===== src/sv/hctd_pkg.sv =====
// shared types, codes and helpers for the chunked transfer decoder
package hctd_pkg;

  // width of the running total of chunk sizes
  localparam int unsigned TOTAL_W = 32;

  // byte codes seen in size lines
  localparam logic [7:0] CH_CR   = 8'h0D;
  localparam logic [7:0] CH_LF   = 8'h0A;
  localparam logic [7:0] CH_SEMI = 8'h3B;

  // returned by hex_value for a byte that is not a hex digit
  localparam logic [4:0] HEX_NONE = 5'd16;

  // status codes on the result channel
  localparam logic [1:0] STAT_DECODING = 2'd0;
  localparam logic [1:0] STAT_DONE     = 2'd1;
  localparam logic [1:0] STAT_ERROR    = 2'd2;

  // parser phase, one-hot
  typedef enum logic [7:0] {
    PH_SIZE    = 8'b0000_0001,
    PH_EXT     = 8'b0000_0010,
    PH_SIZE_LF = 8'b0000_0100,
    PH_DATA    = 8'b0000_1000,
    PH_DATA_CR = 8'b0001_0000,
    PH_DATA_LF = 8'b0010_0000,
    PH_DONE    = 8'b0100_0000,
    PH_ERROR   = 8'b1000_0000
  } phase_t;

  // one result item
  typedef struct packed {
    logic [7:0]         payload_byte;
    logic               payload_valid;
    logic [1:0]         status;
    logic [TOTAL_W-1:0] total_size;
  } result_t;

  // hex digit value 0..15, or HEX_NONE
  function automatic logic [4:0] hex_value(input logic [7:0] c);
    logic [4:0] v;
    v = HEX_NONE;
    if (c >= 8'h30 && c <= 8'h39) begin
      v = 5'(c - 8'h30);
    end else if (c >= 8'h61 && c <= 8'h66) begin
      v = 5'(c - 8'h61 + 8'd10);
    end else if (c >= 8'h41 && c <= 8'h46) begin
      v = 5'(c - 8'h41 + 8'd10);
    end
    return v;
  endfunction

endpackage


===== src/sv/hctd_in_stage.sv =====
// input register stage: holds one received byte until the parser takes it
module hctd_in_stage (
  input  logic       clk,
  input  logic       rst_n,
  input  logic       in_valid,
  output logic       in_stall,
  input  logic [7:0] in_data_byte,
  input  logic       adv,
  output logic       a_valid,
  output logic [7:0] a_byte
);

  logic       valid_r, valid_nxt;
  logic [7:0] byte_r;

  // stall only while a held byte cannot move on
  assign in_stall  = valid_r && !adv;
  assign valid_nxt = in_stall ? valid_r : in_valid;

  always_ff @(posedge clk) begin
    if (!rst_n) begin
      valid_r <= 1'b0;
    end else begin
      valid_r <= valid_nxt;
    end
  end

  // payload loads on a transfer
  always_ff @(posedge clk) begin
    if (in_valid && !in_stall) begin
      byte_r <= in_data_byte;
    end
  end

  assign a_valid = valid_r;
  assign a_byte  = byte_r;

endmodule


===== src/sv/hctd_parse.sv =====
// chunk framing state machine, size accumulation and running total
module hctd_parse #(
  parameter int unsigned SIZE_BITS = 32
) (
  input  logic                clk,
  input  logic                rst_n,
  input  logic                step,
  input  logic [7:0]          data_byte,
  output hctd_pkg::result_t   res
);

  localparam int unsigned SumW = ((SIZE_BITS > hctd_pkg::TOTAL_W) ?
                                  SIZE_BITS : hctd_pkg::TOTAL_W) + 1;

  hctd_pkg::phase_t                phase_r, phase_nxt;
  logic [SIZE_BITS-1:0]            accum_r, accum_nxt;
  logic [3:0]                      digits_r, digits_nxt;
  logic [SIZE_BITS-1:0]            left_r, left_nxt;
  logic [hctd_pkg::TOTAL_W-1:0]    total_r, total_nxt;

  logic [4:0]                      hv;
  logic [SumW-1:0]                 sum;
  logic [SIZE_BITS-1:0]            left_dec;
  logic [7:0]                      pbyte;
  logic                            pvalid;

  assign hv       = hctd_pkg::hex_value(data_byte);
  assign sum      = SumW'(total_r) + SumW'(accum_r);
  assign left_dec = (left_r != '0) ? (left_r - SIZE_BITS'(1)) : '0;

  // next state for one byte
  always_comb begin
    phase_nxt  = phase_r;
    accum_nxt  = accum_r;
    digits_nxt = digits_r;
    left_nxt   = left_r;
    total_nxt  = total_r;
    pbyte      = 8'd0;
    pvalid     = 1'b0;
    unique case (phase_r)
      hctd_pkg::PH_SIZE: begin
        if (hv != hctd_pkg::HEX_NONE) begin
          if (accum_r[SIZE_BITS-1 -: 4] != 4'd0) begin
            phase_nxt = hctd_pkg::PH_ERROR;
          end else begin
            accum_nxt = {accum_r[SIZE_BITS-5:0], hv[3:0]};
            if (digits_r != 4'd15) digits_nxt = digits_r + 4'd1;
          end
        end else if (digits_r == 4'd0) begin
          phase_nxt = hctd_pkg::PH_ERROR;
        end else if (data_byte == hctd_pkg::CH_SEMI) begin
          phase_nxt = hctd_pkg::PH_EXT;
        end else if (data_byte == hctd_pkg::CH_CR) begin
          phase_nxt = hctd_pkg::PH_SIZE_LF;
        end else begin
          phase_nxt = hctd_pkg::PH_ERROR;
        end
      end
      hctd_pkg::PH_EXT: begin
        if (data_byte == hctd_pkg::CH_CR) begin
          phase_nxt = hctd_pkg::PH_SIZE_LF;
        end else if (data_byte == hctd_pkg::CH_LF) begin
          phase_nxt = hctd_pkg::PH_ERROR;
        end
      end
      hctd_pkg::PH_SIZE_LF: begin
        if (data_byte != hctd_pkg::CH_LF) begin
          phase_nxt = hctd_pkg::PH_ERROR;
        end else if (accum_r == '0) begin
          phase_nxt = hctd_pkg::PH_DONE;
        end else begin
          // saturating add into the total
          if (sum[SumW-1:hctd_pkg::TOTAL_W] != '0) begin
            total_nxt = '1;
          end else begin
            total_nxt = sum[hctd_pkg::TOTAL_W-1:0];
          end
          left_nxt   = accum_r;
          accum_nxt  = '0;
          digits_nxt = 4'd0;
          phase_nxt  = hctd_pkg::PH_DATA;
        end
      end
      hctd_pkg::PH_DATA: begin
        pbyte    = data_byte;
        pvalid   = 1'b1;
        left_nxt = left_dec;
        if (left_dec == '0) phase_nxt = hctd_pkg::PH_DATA_CR;
      end
      hctd_pkg::PH_DATA_CR: begin
        phase_nxt = (data_byte == hctd_pkg::CH_CR) ? hctd_pkg::PH_DATA_LF
                                                   : hctd_pkg::PH_ERROR;
      end
      hctd_pkg::PH_DATA_LF: begin
        if (data_byte == hctd_pkg::CH_LF) begin
          phase_nxt  = hctd_pkg::PH_SIZE;
          accum_nxt  = '0;
          digits_nxt = 4'd0;
        end else begin
          phase_nxt = hctd_pkg::PH_ERROR;
        end
      end
      hctd_pkg::PH_DONE, hctd_pkg::PH_ERROR: begin
        // input ignored, everything held
      end
      default: begin
        phase_nxt = hctd_pkg::PH_ERROR;
      end
    endcase
  end

  // state registers advance once per byte
  always_ff @(posedge clk) begin
    if (!rst_n) begin
      phase_r  <= hctd_pkg::PH_SIZE;
      accum_r  <= '0;
      digits_r <= 4'd0;
      left_r   <= '0;
      total_r  <= '0;
    end else if (step) begin
      phase_r  <= phase_nxt;
      accum_r  <= accum_nxt;
      digits_r <= digits_nxt;
      left_r   <= left_nxt;
      total_r  <= total_nxt;
    end
  end

  // result for the byte being stepped, status after the byte
  always_comb begin
    res.payload_byte  = pbyte;
    res.payload_valid = pvalid;
    res.total_size    = total_nxt;
    if (phase_nxt == hctd_pkg::PH_DONE) begin
      res.status = hctd_pkg::STAT_DONE;
    end else if (phase_nxt == hctd_pkg::PH_ERROR) begin
      res.status = hctd_pkg::STAT_ERROR;
    end else begin
      res.status = hctd_pkg::STAT_DECODING;
    end
  end

  // error is sticky until reset
  a_error_sticky: assert property (@(posedge clk) disable iff (!rst_n)
    (phase_r == hctd_pkg::PH_ERROR) |=> (phase_r == hctd_pkg::PH_ERROR))
    else $error("error phase left without reset");

  // total never goes down
  a_total_mono: assert property (@(posedge clk) disable iff (!rst_n)
    $past(rst_n) |-> (total_r >= $past(total_r)))
    else $error("running total decreased");

  // payload phase always has bytes left to pass
  a_data_left: assert property (@(posedge clk) disable iff (!rst_n)
    (phase_r == hctd_pkg::PH_DATA) |-> (left_r != '0))
    else $error("payload phase with no bytes left");

endmodule


===== src/sv/http_chunked_transfer_decoder_top.sv =====
// top level of the chunked transfer decoder: input stage, parser, result register
//
// Decodes an HTTP/1.1 chunked body arriving one byte per transfer on the
// in_ channel (in_valid, in_stall, in_data_byte). Every input byte gives
// exactly one result on the out_ channel: out_payload_byte/out_payload_valid
// carry the byte when it is chunk payload, out_status reports decoding,
// finished (zero-size chunk seen) or format error, and out_total_size the
// saturating sum of chunk sizes so far.
// A byte transferred on the in_ channel is registered in the input stage,
// then parsed and loaded into the result register, which offers its result.
// Throughput: one byte per cycle while out_stall is low; the parser does
// one small state update per byte between the input register and the
// result register.
// Reset (rst_n low, synchronous) returns the parser to the first size digit
// and clears the total and both valid flags.
// With a result offered and out_stall high the result register holds; one more
// byte waits in the input stage, after which in_stall rises in the same cycle.
module http_chunked_transfer_decoder_top #(
  parameter int unsigned SIZE_BITS = 32
) (
  input  logic                         clk,
  input  logic                         rst_n,
  input  logic                         in_valid,
  output logic                         in_stall,
  input  logic [7:0]                   in_data_byte,
  output logic                         out_valid,
  input  logic                         out_stall,
  output logic [7:0]                   out_payload_byte,
  output logic                         out_payload_valid,
  output logic [1:0]                   out_status,
  output logic [hctd_pkg::TOTAL_W-1:0] out_total_size
);

  logic              adv;
  logic              a_valid;
  logic [7:0]        a_byte;
  logic              step;
  hctd_pkg::result_t res;
  hctd_pkg::result_t res_r;
  logic              out_valid_r, out_valid_nxt;

  // result slot is free when empty or being drained
  assign adv  = !out_valid_r || !out_stall;
  assign step = a_valid && adv;

  hctd_in_stage u_in (
    .clk          (clk),
    .rst_n        (rst_n),
    .in_valid     (in_valid),
    .in_stall     (in_stall),
    .in_data_byte (in_data_byte),
    .adv          (adv),
    .a_valid      (a_valid),
    .a_byte       (a_byte)
  );

  hctd_parse #(
    .SIZE_BITS (SIZE_BITS)
  ) u_parse (
    .clk       (clk),
    .rst_n     (rst_n),
    .step      (step),
    .data_byte (a_byte),
    .res       (res)
  );

  // result register
  assign out_valid_nxt = adv ? a_valid : out_valid_r;

  always_ff @(posedge clk) begin
    if (!rst_n) begin
      out_valid_r <= 1'b0;
    end else begin
      out_valid_r <= out_valid_nxt;
    end
  end

  always_ff @(posedge clk) begin
    if (step) begin
      res_r <= res;
    end
  end

  assign out_valid         = out_valid_r;
  assign out_payload_byte  = res_r.payload_byte;
  assign out_payload_valid = res_r.payload_valid;
  assign out_status        = res_r.status;
  assign out_total_size    = res_r.total_size;

  // a byte is only stalled when the input stage is full
  a_stall_full: assert property (@(posedge clk) disable iff (!rst_n)
    in_stall |-> a_valid)
    else $error("input stalled with empty input stage");

  // non-payload results carry a zero byte
  a_zero_byte: assert property (@(posedge clk) disable iff (!rst_n)
    (out_valid && !out_payload_valid) |-> (out_payload_byte == 8'd0))
    else $error("non-payload result with nonzero byte");

  // a stalled result stays offered and unchanged
  a_out_hold: assert property (@(posedge clk) disable iff (!rst_n)
    (out_valid && out_stall) |=> (out_valid && $stable(res_r)))
    else $error("stalled result changed");

endmodule

===== config.mk =====
export PLATFORM = sky130hd
export DESIGN_NAME = http_chunked_transfer_decoder_top
export DESIGN_NICKNAME = d
export VERILOG_FILES = /design/src/sv/hctd_pkg.sv /design/src/sv/hctd_in_stage.sv /design/src/sv/hctd_parse.sv /design/src/sv/http_chunked_transfer_decoder_top.sv
export SDC_FILE = /design/constraint.sdc
export NUM_CORES = 1
export LEC_CHECK = 0
export BUFFER_PORTS_ARGS = -buffer_cell sky130_fd_sc_hd__buf_2
export CAP_MARGIN = 20
export CELL_PAD_IN_SITES_DETAIL_PLACEMENT = 1
export CELL_PAD_IN_SITES_GLOBAL_PLACEMENT = 2
export CORE_MARGIN = 5
export CORE_UTILIZATION = 36
export DETAILED_ROUTE_END_ITERATION = 6
export GPL_TIMING_DRIVEN = 0
export MAX_ROUTING_LAYER = met4
export PLACE_DENSITY_LB_ADDON = 0.1
export REMOVE_ABC_BUFFERS = 1
export SETUP_SLACK_MARGIN = 0.3
export SYNTH_ARGS = -nofsm -noshare
export SYNTH_HDL_FRONTEND = slang
export SYNTH_SLANG_ARGS = --single-unit

===== constraint.sdc =====
create_clock -name clk -period 4.1 [get_ports clk]
set_clock_uncertainty 0.05 [all_clocks]
set_input_delay 0.205 -clock clk [delete_from_list [all_inputs] [get_ports clk]]
set_output_delay 0.205 -clock clk [all_outputs]
set_load 0.005 [all_outputs]

**After elaboration in Yosys (flattened, before gate mapping)**

Cells that the tools add are included.

- Add/sub/neg operators: 8
- $lt $le $gt $ge: 6
- Equality and inequality tests: 22
- Multiplexer cells: 39
- Reduce and logical (&&, ||, !) cells: 22

Operator list:

| operator | number |
|---|---|
| $mux 32 | 12 |
| $pmux 32 s3 | 1 |
| $mux 8 | 11 |
| $logic_not 32->1 | 2 |
| $pmux 32 s2 | 1 |
| $pmux 8 s7 | 1 |
| $add 32x32->33 | 1 |
| $reduce_bool 32->1 | 1 |
| $sub 32x1->32 const B | 1 |
| $eq 8x4->1 const B | 3 |
| $mux 4 | 6 |
| $eq 8x6->1 const B | 2 |
| $eq 8x7->1 const B | 2 |
| $eq 8x8->1 const B | 2 |
| $ge 8x7->1 const B | 2 |
| $le 8x7->1 const B | 2 |
| $mux 5 | 3 |
| $pmux 4 s3 | 1 |
| $add 5x4->5 const B | 2 |
| $sub 5x1->5 const B | 2 |
| $eq 8x1->1 const B | 1 |
| $eq 8x2->1 const B | 1 |
| $eq 8x3->1 const B | 1 |
| $eq 8x5->1 const B | 1 |
| other kinds (23) | 35 |

- Register bits: 161
- Bits of input ports: 12
- Output and inout port bits: 45

**Longest topological paths before layout**

Gate-level depths: netlist (run 1).

- Depth after elaboration: 10
- Mapped depth: 13
- Gate-level depth less buffers: 12

**Modules after synthesis**

From an unflattened synthesis (run 1), not the netlist that was laid out.

- Cell total of the unflattened synthesis: 1,071
- Area, all modules: 9,043.7 sq um

By module, submodules not included:

| module | times used | cells an instance | area an instance (sq um) | sequential area each (sq um) |
|---|---|---|---|---|
| hctd_parse | 1 | 1,011 | 7,423.4 | 2,162.1 |
| http_chunked_transfer_decoder_top | 1 | 48 | 1,332.5 | 1,311.3 |
| hctd_in_stage | 1 | 12 | 287.8 | 260.2 |

**Worst setup path after synthesis (run 1)**

Ideal clock, no wire load.

- Kind: reg2reg
- From: register u_parse.left_r[0]
- To: register u_parse.phase_r[3]
- Arrival time: 2.755 ns
- Path slack: 1.176 ns
- Cell stages (with the launch flop): 12
- Path buffers: 0
- Cells stage by stage: dfxtp_1 inv_1 ha_1 nor4b_4 nand2_1 nor4_1 xnor2_1 o211ai_1 or4_1 a21oi_2 a21oi_1 o221a_1

- Word-level cells in the longest chain between the ends: 5
- Elaborated cells between the ends (all ways): 6
- Classes of those cells: 1 x add/sub; 3 x mux; 2 x reduce/logical

Ends and longest elaborated chain:

| what | line | source |
|---|---|---|
| start, declared | hctd_parse.sv:18 | `logic [SIZE_BITS-1:0] left_r, left_nxt;` |
| start signal, assigned | hctd_parse.sv:124 | `left_r <= left_nxt;` |
| $sub 32x1->32 / $reduce_bool 32->1 (equally long branches) | hctd_parse.sv:29 | `assign left_dec = (left_r != '0) ? (left_r - SIZE_BITS'(1)) : '0;` |
| $mux 32 * | hctd_parse.sv:29 |  |
| $logic_not 32->1 * | hctd_parse.sv:88 | `if (left_dec == '0) phase_nxt = hctd_pkg::PH_DATA_CR;` |
| $mux 8 * | hctd_parse.sv:88 |  |
| $pmux 8 s7 * | hctd_parse.sv:40 | `unique case (phase_r)` |
| end signal, assigned | hctd_parse.sv:115 | `phase_r <= hctd_pkg::PH_SIZE;` |
| end signal, assigned | hctd_parse.sv:121 | `phase_r <= phase_nxt;` |
| end, declared | hctd_parse.sv:15 | `hctd_pkg::phase_t phase_r, phase_nxt;` |

Every way passes the cells marked *; elsewhere a longest branch is shown, timed or not.
A chain may end at the register's enable or synchronous reset.

**Worst setup path after layout (run 1)**

- From: register u_parse.accum_r[17]
- To: register u_parse.total_r[7] (netlist name)

- Word-level cells in the longest chain between the ends: 5
- Elaborated cells between the ends (all ways): 6
- Classes of those cells: 1 x add/sub; 4 x mux; 1 x reduce/logical

Ends and longest elaborated chain:

| what | line | source |
|---|---|---|
| start, declared | hctd_parse.sv:16 | `logic [SIZE_BITS-1:0] accum_r, accum_nxt;` |
| start signal, assigned | hctd_parse.sv:122 | `accum_r <= accum_nxt;` |
| $add 32x32->33 | hctd_parse.sv:28 | `assign sum = SumW'(total_r) + SumW'(accum_r);` |
| $mux 32 | hctd_parse.sv:73 | `if (sum[SumW-1:hctd_pkg::TOTAL_W] != '0) begin` |
| $mux 32 * | hctd_parse.sv:69 | `end else if (accum_r == '0) begin` |
| $mux 32 * | hctd_parse.sv:67 | `if (data_byte != hctd_pkg::CH_LF) begin` |
| $mux 32 * | hctd_parse.sv:40 |  |
| end signal, assigned | hctd_parse.sv:125 | `total_r <= total_nxt;` |
| end, declared | hctd_parse.sv:19 | `logic [hctd_pkg::TOTAL_W-1:0] total_r, total_nxt;` |

Marked as above.

==> results of run 1 <==
## power by group through the flow
stage | logic (mW) | clock network (mW) | registers, mW
after CTS | 0.141 | 1.60 | 1.68
after floorplan | 0.0639 | 0 | 1.72
after global placement | 0.123 | 0 | 1.72
after detailed placement | 0.133 | 0 | 1.72
after global routing | 0.152 | 1.66 | 1.69
final | 0.139 | 1.56 | 1.68
## timing repair
item | CTS | global route
buffers inserted | 2 | 1
cloned | 0 | 1
pin swaps | 1 | 1
hold buffers | 10 | 0
endpoints found under the setup margin | 99 | 72
gates resized for setup | 2 | 4
hold endpoints to repair | 10 | 0
## area by class of cell
type                       instances  area share (%)
clock buffer                      18           4.024
multi-input combinational        896           49.40
inverter                          26          0.9268
sequential                       161           35.01
timing repair buffer              80           5.584
clock inverter                    14           1.126
tap                              335           3.930
## cells by family (layout without fill, tap and decap cells)
family / Yosys count / in the layout
muxes: 8 / 8
buffers and inverters: 92 / 138
adders and majority gates: 40 / 40
and+or+nand+nor: 437 / 438
AOI/OAI and AO/OA: 367 / 367
xor gates and xnor gates: 43 / 43
DFF: 161 / 161
## critical path: stages, from the launching register on
cell       delay, ns
dfxtp_1         0.43
ha_1            0.33
a21o_1          0.23
a221oi_1        0.41
o31ai_1         0.14
nor2b_1         0.15
a311o_1         0.40
o2111ai_1       0.31
nand3_1         0.31
nor2_4          0.59
a21oi_1         0.16
## flip-flops by register name (all words and copies together), names as in the netlist
signal	flops
out_total_size	32
u_parse.left_r	32
out_payload_valid	1
u_parse.phase_r	8
u_in.a_byte	8
u_parse.digits_r	4
u_parse.total_r	32
out_payload_byte	8
u_in.a_valid	1
out_valid	1
out_status	2
u_parse.accum_r	32
## routing by layer
metal	vias to the layer above	routed length [um]
met5	-	0
met2	116	15350
met1	4226	13960
met4	0	303
met3	19	708
li1	4224	-
## through the flow
step           TNS (ns)  hold slack (ns)  total power, mW  instances  instance area [um2]
4_1_cts               0           0.3611            3.425       1527                10630
3_5_place_dp          0           0.3333            1.854       1483                 9952
3_3_place_gp    -174.34           0.3316            1.845       1473                 9722
2_1_floorplan         0           0.2439            1.784       1082                 9022
5_1_grt               0           0.3809            3.502       1530                10670
6_report              0           0.3593            3.382       1530                10670
## cells in the final DEF, fill, tap and decap left out, types with 6 or more instances in the layout
cell type / synthesis / final
nor2b_1: 7 / 7
a21oi_1: 187 / 186
mux2i_1: 7 / 7
dfxtp_1: 110 / 110
nand3_1: 49 / 49
o21ai_0: 98 / 98
or3_1: 11 / 11
a211oi_1: 6 / 6
nand4_1: 14 / 14
nand2_1: 146 / 146
nor2_1: 97 / 95
and2_1: 14 / 14
xor2_1: 22 / 22
o211ai_1: 10 / 10
clkbuf_16: 0 / 17
a21o_1: 18 / 18
inv_1: 23 / 22
edfxtp_1: 51 / 51
and3_1: 8 / 7
buf_2: 13 / 56
nor3_1: 25 / 25
ha_1: 39 / 39
inv_6: 0 / 7
nor4_1: 20 / 18
dlygate4sd3_1: 0 / 10
nand2b_1: 9 / 9
xnor2_1: 21 / 21
## worst max-delay path by stage
stage / endpoint
global route: u_parse.total_r[17]$_SDFFE_PN0P_
global placement: u_parse.left_r[16]$_SDFFE_PN0P_
finish: u_parse.total_r[7]$_SDFFE_PN0P_
floorplan: u_parse.left_r[16]$_SDFFE_PN0P_
detailed placement: u_parse.digits_r[3]$_SDFFE_PN0P_
CTS: out_total_size[15]$_DFFE_PP_
==> run metrics, run 1 <==
M3 GR Usage=2.149%; status=finished, final reports clean; worst reg2reg endpoint=u_parse.total_r[7]$_SDFFE_PN0P_; Crit Reg-Reg Startpoint=u_parse.accum_r[17]$_SDFFE_PN0P_; Finished Core Util=41.40%; sequential share of power=49.8%; routing usage on met1=26.61%; most area-hungry cell type in the Yosys netlist=dfxtp_1; first-pass GRT wire length=47730 um; final wirelength=approximately 30000 um; CP required=between 4 and 5 ns; Worst Hold Endpoint=u_parse.phase_r[0]$_SDFFE_PN1P_; Comb pwr share=under 10%; CTS tree=built; Fillers=3071; total track usage=21.07%; post-synthesis compound-gate area fraction=22.11%; DP HPWL=roughly 21000 um; Core Region=between 20000 and 30000 um2; Final ANT Viol Nets=0; Critical Path Source=u_parse.accum_r[17]$_SDFFE_PN0P_; DIE AREA=29240 um2; Nets=~1200; MaxCap Viol Count=0; via/cell ratio=approximately 5.6; area share of the largest cell type after synthesis=23.60%; crit end category=register; CTS Buffer Depth=2; pre-CTS setup slack=around 0.07 ns; Slew headroom=18.64%; mean post-synth cell area=8.128 um2; FMAX=between 200 and 300 MHz; DR iter-0 viols=~540; drt wl/cell=19.81 um; vias in the first global route=8783; main combinational cell family by area after synthesis=simple AND/OR/NAND/NOR gates; GRT met2 Usage=36.68%; Post-synth ARST share=0%; layout cell share with drive strength beyond 1=10.96%; row cnt=59; predominant post-synthesis flop cell=dfxtp_1; Critical Path Source Type=register; critical path type=reg -> reg; hold_sp=rst_n; Hold Path Stages=2; initial antenna violation count=0; final hold vios=0; sequential fraction of the synthesis area=40.01%; Synth area leaders=dfxtp_1, edfxtp_1, a21oi_1; clk_lat worst skew=~0.44 ns; max-slew violation count=0; adder-cell share of the synthesized area=under 10%; Num CTS Buffers=17; post-synthesis instance area=9331 um2; residual DRC count=0; #FFs+latches synth=about 160; PwrDens=317.1 nW/um2; unrepaired setup endpoints after global routing=true; worst reg2reg path depth=10; fin crit share=89.28%; Synth Instances=1148; Sw Share=25.61%; HP Class=in -> reg; YS warnings=0; Sw Pwr=around 870 uW; drt pass-1 iters=5; GRT busiest layer=met2; CP arrival=a little under 4 ns; area occupied by registers=roughly 3700 um2; largest fanout on the critical path=16; Worst IR Drop VDD=0.0002043 V; clock power share=a little under half; Clock Sinks=161; setup ws final=around 0.44 ns; chip width=171 um; via count=~8600; Die Height=171 um; CTS clk-pin slew, worst paths=around 0.07 ns; portion of netlist area occupied by mux cells=0.8715%; top cells by count, synth=a21oi_1, nand2_1, dfxtp_1; final setup vio count=0; leakage power=a little over 4 nW; Synth Area in Simple Gates=between 20% and 30%; most frequent cell after synthesis=a21oi_1; Yosys cell types=74; number of diodes=0; H-tree depth=4; Initial Utilization=between 30% and 40%; Worst Tran Pin Value=1.209 ns; area occupied by multi-input gates=between 5000 and 6000 um2; total global routing overflow=0; final RePlAce weighted congestion=0.8115; Period minus WS final=3.661 ns; number of port buffers=56; P&R area growth vs syn=14.29%; Ports=57; CTS root buffer=clkbuf_16; largest net degree at the start of global routing=43; Int Pwr=2.516 mW; Post-synth EDFFs=51; xor/xnor share of the synthesized area=4.036%; worst reg2reg setup slack=~0.44 ns
Note: power is estimated with default switching activity, not from simulation.
==> run 2, diff against run 1 <==
--- a/config.mk
+++ b/config.mk
@@ -9,6 +9,7 @@
 export CAP_MARGIN = 20
 export CELL_PAD_IN_SITES_DETAIL_PLACEMENT = 1
 export CELL_PAD_IN_SITES_GLOBAL_PLACEMENT = 2
+export CORE_ASPECT_RATIO = 0.75
 export CORE_MARGIN = 5
 export CORE_UTILIZATION = 36
 export DETAILED_ROUTE_END_ITERATION = 6
==> run 2 against run 1 <==
- register-to-register slack better by 0.02 ns
- via count is 0.20% lower
- die area is 0.11% higher
- cell count is 0.59% higher
- combinational power hardly changed
- sequential power hardly changed
- non-clock buffer count is 1 lower
- critical path depth stayed put
- maximum frequency is 0.47% higher
- first-iteration DRC count is 24% lower
- sequential share of layout area is 0.17 points lower
- count of clock-buffer cells in the layout is 5 higher
- critical endpoint is now u_parse.total_r[3]$_SDFFE_PN0P_
- largest cell class unchanged
- largest power group unchanged
==> run metrics, run 2 (synthesis results as in run 1) <==
clock power share=46.8% (+0.7 points); Slew headroom=28.32% (+9.7 points); Num CTS Buffers=17 (unchanged); drt pass-1 iters=4 (-1); MaxCap Viol Count=0 (unchanged); P&R area growth vs syn=14.86%; DR iter-0 viols=413 (-24%); Fin Setup TNS=0 ns (unchanged); final RePlAce weighted congestion=0.8378 (+3.2%); CP required=4.34 ns (about the same); leakage power=4.086 nW (about the same); Fillers=3105 (+1.1%); layout cell share with drive strength beyond 1=10.63% (-0.33 points); final wirelength=30710 um (+1.3%); via/cell ratio=5.567 (-0.78%); DIE AREA=29270 um2 (+0.11%); area occupied by multi-input gates=5278 um2 (+0.17%); largest fanout on the critical path=16 (unchanged); final hold vios=0 (unchanged); CTS Buffer Depth=2 (unchanged); Worst Tran Pin Value=1.073 ns (-0.1367 ns); CTS tree=built; FMAX=274.5 MHz (+0.47%); Period minus WS final=3.644 ns (-0.01702 ns); first-pass GRT wire length=48670 um (+2.0%); residual DRC count=0 (unchanged); Ports=57 (unchanged); Int Pwr=2.648 mW (+5.3%); non-filler cells in the finished layout=1539 (+0.59%); commonest non-fill, non-tap cell in the layout=a21oi_1; drt wl/cell=19.96 um (+0.72%); unrepaired setup endpoints after global routing=true; initial antenna violation count=1 (+1); PwrDens=320.5 nW/um2 (+1.1%); total design power=3.435 mW (+1.6%); H-tree depth=4 (unchanged); Critical Path Source Type=register; Fin Hold WS=0.3800 ns (+0.02063 ns); HP Class=in -> reg; Clock Sinks=161 (unchanged); worst path cell trace=ha_1, a21o_1, a221oi_1, o31ai_1, nor2b_1, a311o_1, o2111ai_1, nand3_1, nor2_4, a21oi_1; CTS clk-pin slew, worst paths=0.06 ns (about the same); max-slew violation count=0 (unchanged); Finished Core Util=41.57% (+0.18 points); sequential share of power=49.1% (-0.7 points); Die Height=149.4 um (-13%); CTS root buffer=clkbuf_16; most frequent cells in the layout=a21oi_1, nand2_1, dfxtp_1, o21ai_0, nor2_1; Comb pwr share=4.1% (about the same); row cnt=51 (-14%); number of diodes=0 (unchanged); CP arrival=3.89 ns (-0.02 ns); total global routing overflow=0 (unchanged); DP HPWL=21350 um (+1.6%); total track usage=21.35% (+0.29 points); CP peak stage delay=0.55 ns (-0.04 ns); status=finished, final reports clean; Final ANT Viol Nets=0 (unchanged); Nets=1234 (unchanged); area occupied by registers=3734 um2 (unchanged); Initial Utilization=36.20% (about the same); Core Region=25780 um2 (about the same); CP top delay family=compound AO/OA/AOI/OAI gates; Buf+Inv Stages, Crit Path=0 (unchanged); Sw Pwr=786.5 uW (-9.2%); DP Cell Count=1493 (+0.67%); Worst path slowest cell=nor2_4; via count=8568 (-0.20%); clk_lat worst skew=0.44 ns (about the same); Worst IR Drop VDD=0.0003037 V (+49%); Sw Share=22.90% (-2.7 points); fin crit share=88.87% (-0.42 points); crit end category=register; number of port buffers=56 (unchanged); largest net degree at the start of global routing=48 (+12%); critical path type=reg -> reg; final setup vio count=0 (unchanged); vias in the first global route=8678 (-1.2%); chip width=195.9 um (+15%)
[run 2: changes by cell type in the layout (fill, tap and decap cells not counted), moves of 2 or more]
cell,delta
inv_6,-5
clkbuf_1,+4
buf_4,-3
clkinv_4,-3
buf_8,+2
bufinv_16,+2
clkbuf_8,+2
clkinvlp_4,+2
inv_8,-2
[run 2: path summary, 6_finish.rpt]
check                                                       from                              end  slack [ns]  cells past startpoint
worst max-delay path            u_parse.accum_r[17]$_SDFFE_PN0P_  u_parse.total_r[3]$_SDFFE_PN0P_        0.46                     10
worst min-delay path                                       rst_n  u_parse.phase_r[0]$_SDFFE_PN1P_        0.38                      2
worst max register to register  u_parse.accum_r[17]$_SDFFE_PN0P_  u_parse.total_r[3]$_SDFFE_PN0P_        0.46                     10
worst min register to register         u_in.a_valid$_SDFFE_PN0N_           out_valid$_SDFFE_PN0N_        0.44                      2
[run 2: worst reg2reg max path, stage by stage (launching register included)]
cell	delay, ns
dfxtp_1	0.46
ha_1	0.35
a21o_1	0.24
a221oi_1	0.41
o31ai_1	0.15
nor2b_1	0.15
a311o_1	0.39
o2111ai_1	0.31
nand3_1	0.28
nor2_4	0.55
a21oi_1	0.17
[run 2: routing by layer]
layer  global-route usage [%]  up-vias  wire length, um
met1                    29.73     4234            15730
li1                         -     4220                -
met3                    3.129       18              707
met4                    4.327        0              259
met2                    33.47       96            14020
met5                        -        -                0
[run 2: layout make-up]
cell class	count	share of cell area, %
clock inverter	9	0.9923
clock buffer	23	4.366
multi-input combinational	897	49.24
tap	344	4.016
timing repair buffer	79	5.627
inverter	26	0.9222
sequential	161	34.84
[run 2: per-stage QoR]
stage               instance area [um2]  setup WS, ns
CTS                               10680        0.2899
global placement                   9733        -2.089
floorplan                          9022        0.3131
finish                            10720        0.4564
detailed placement                 9992        0.2028
global route                      10720        0.2394
[run 2: power by group through the flow]
| stage | Clock (mW) | Combinational, mW | Sequential [mW] |
|---|---|---|---|
| final | 1.61 | 0.140 | 1.69 |
| after global routing | 1.72 | 0.153 | 1.69 |
| after CTS | 1.66 | 0.140 | 1.69 |
| after detailed placement | 0 | 0.131 | 1.72 |
| after global placement | 0 | 0.123 | 1.72 |
| after floorplan | 0 | 0.0639 | 1.72 |
[run 2: timing repair]
| action | in CTS | in global routing |
|---|---|---|
| endpoints found under the hold margin | 10 | 0 |
| endpoints found under the setup margin | 50 | 90 |
| setup buffers | 0 | 1 |
| pin swaps | 0 | 2 |
| resized for setup | 2 | 3 |
| hold buffers | 10 | 0 |
| gates cloned | 0 | 2 |
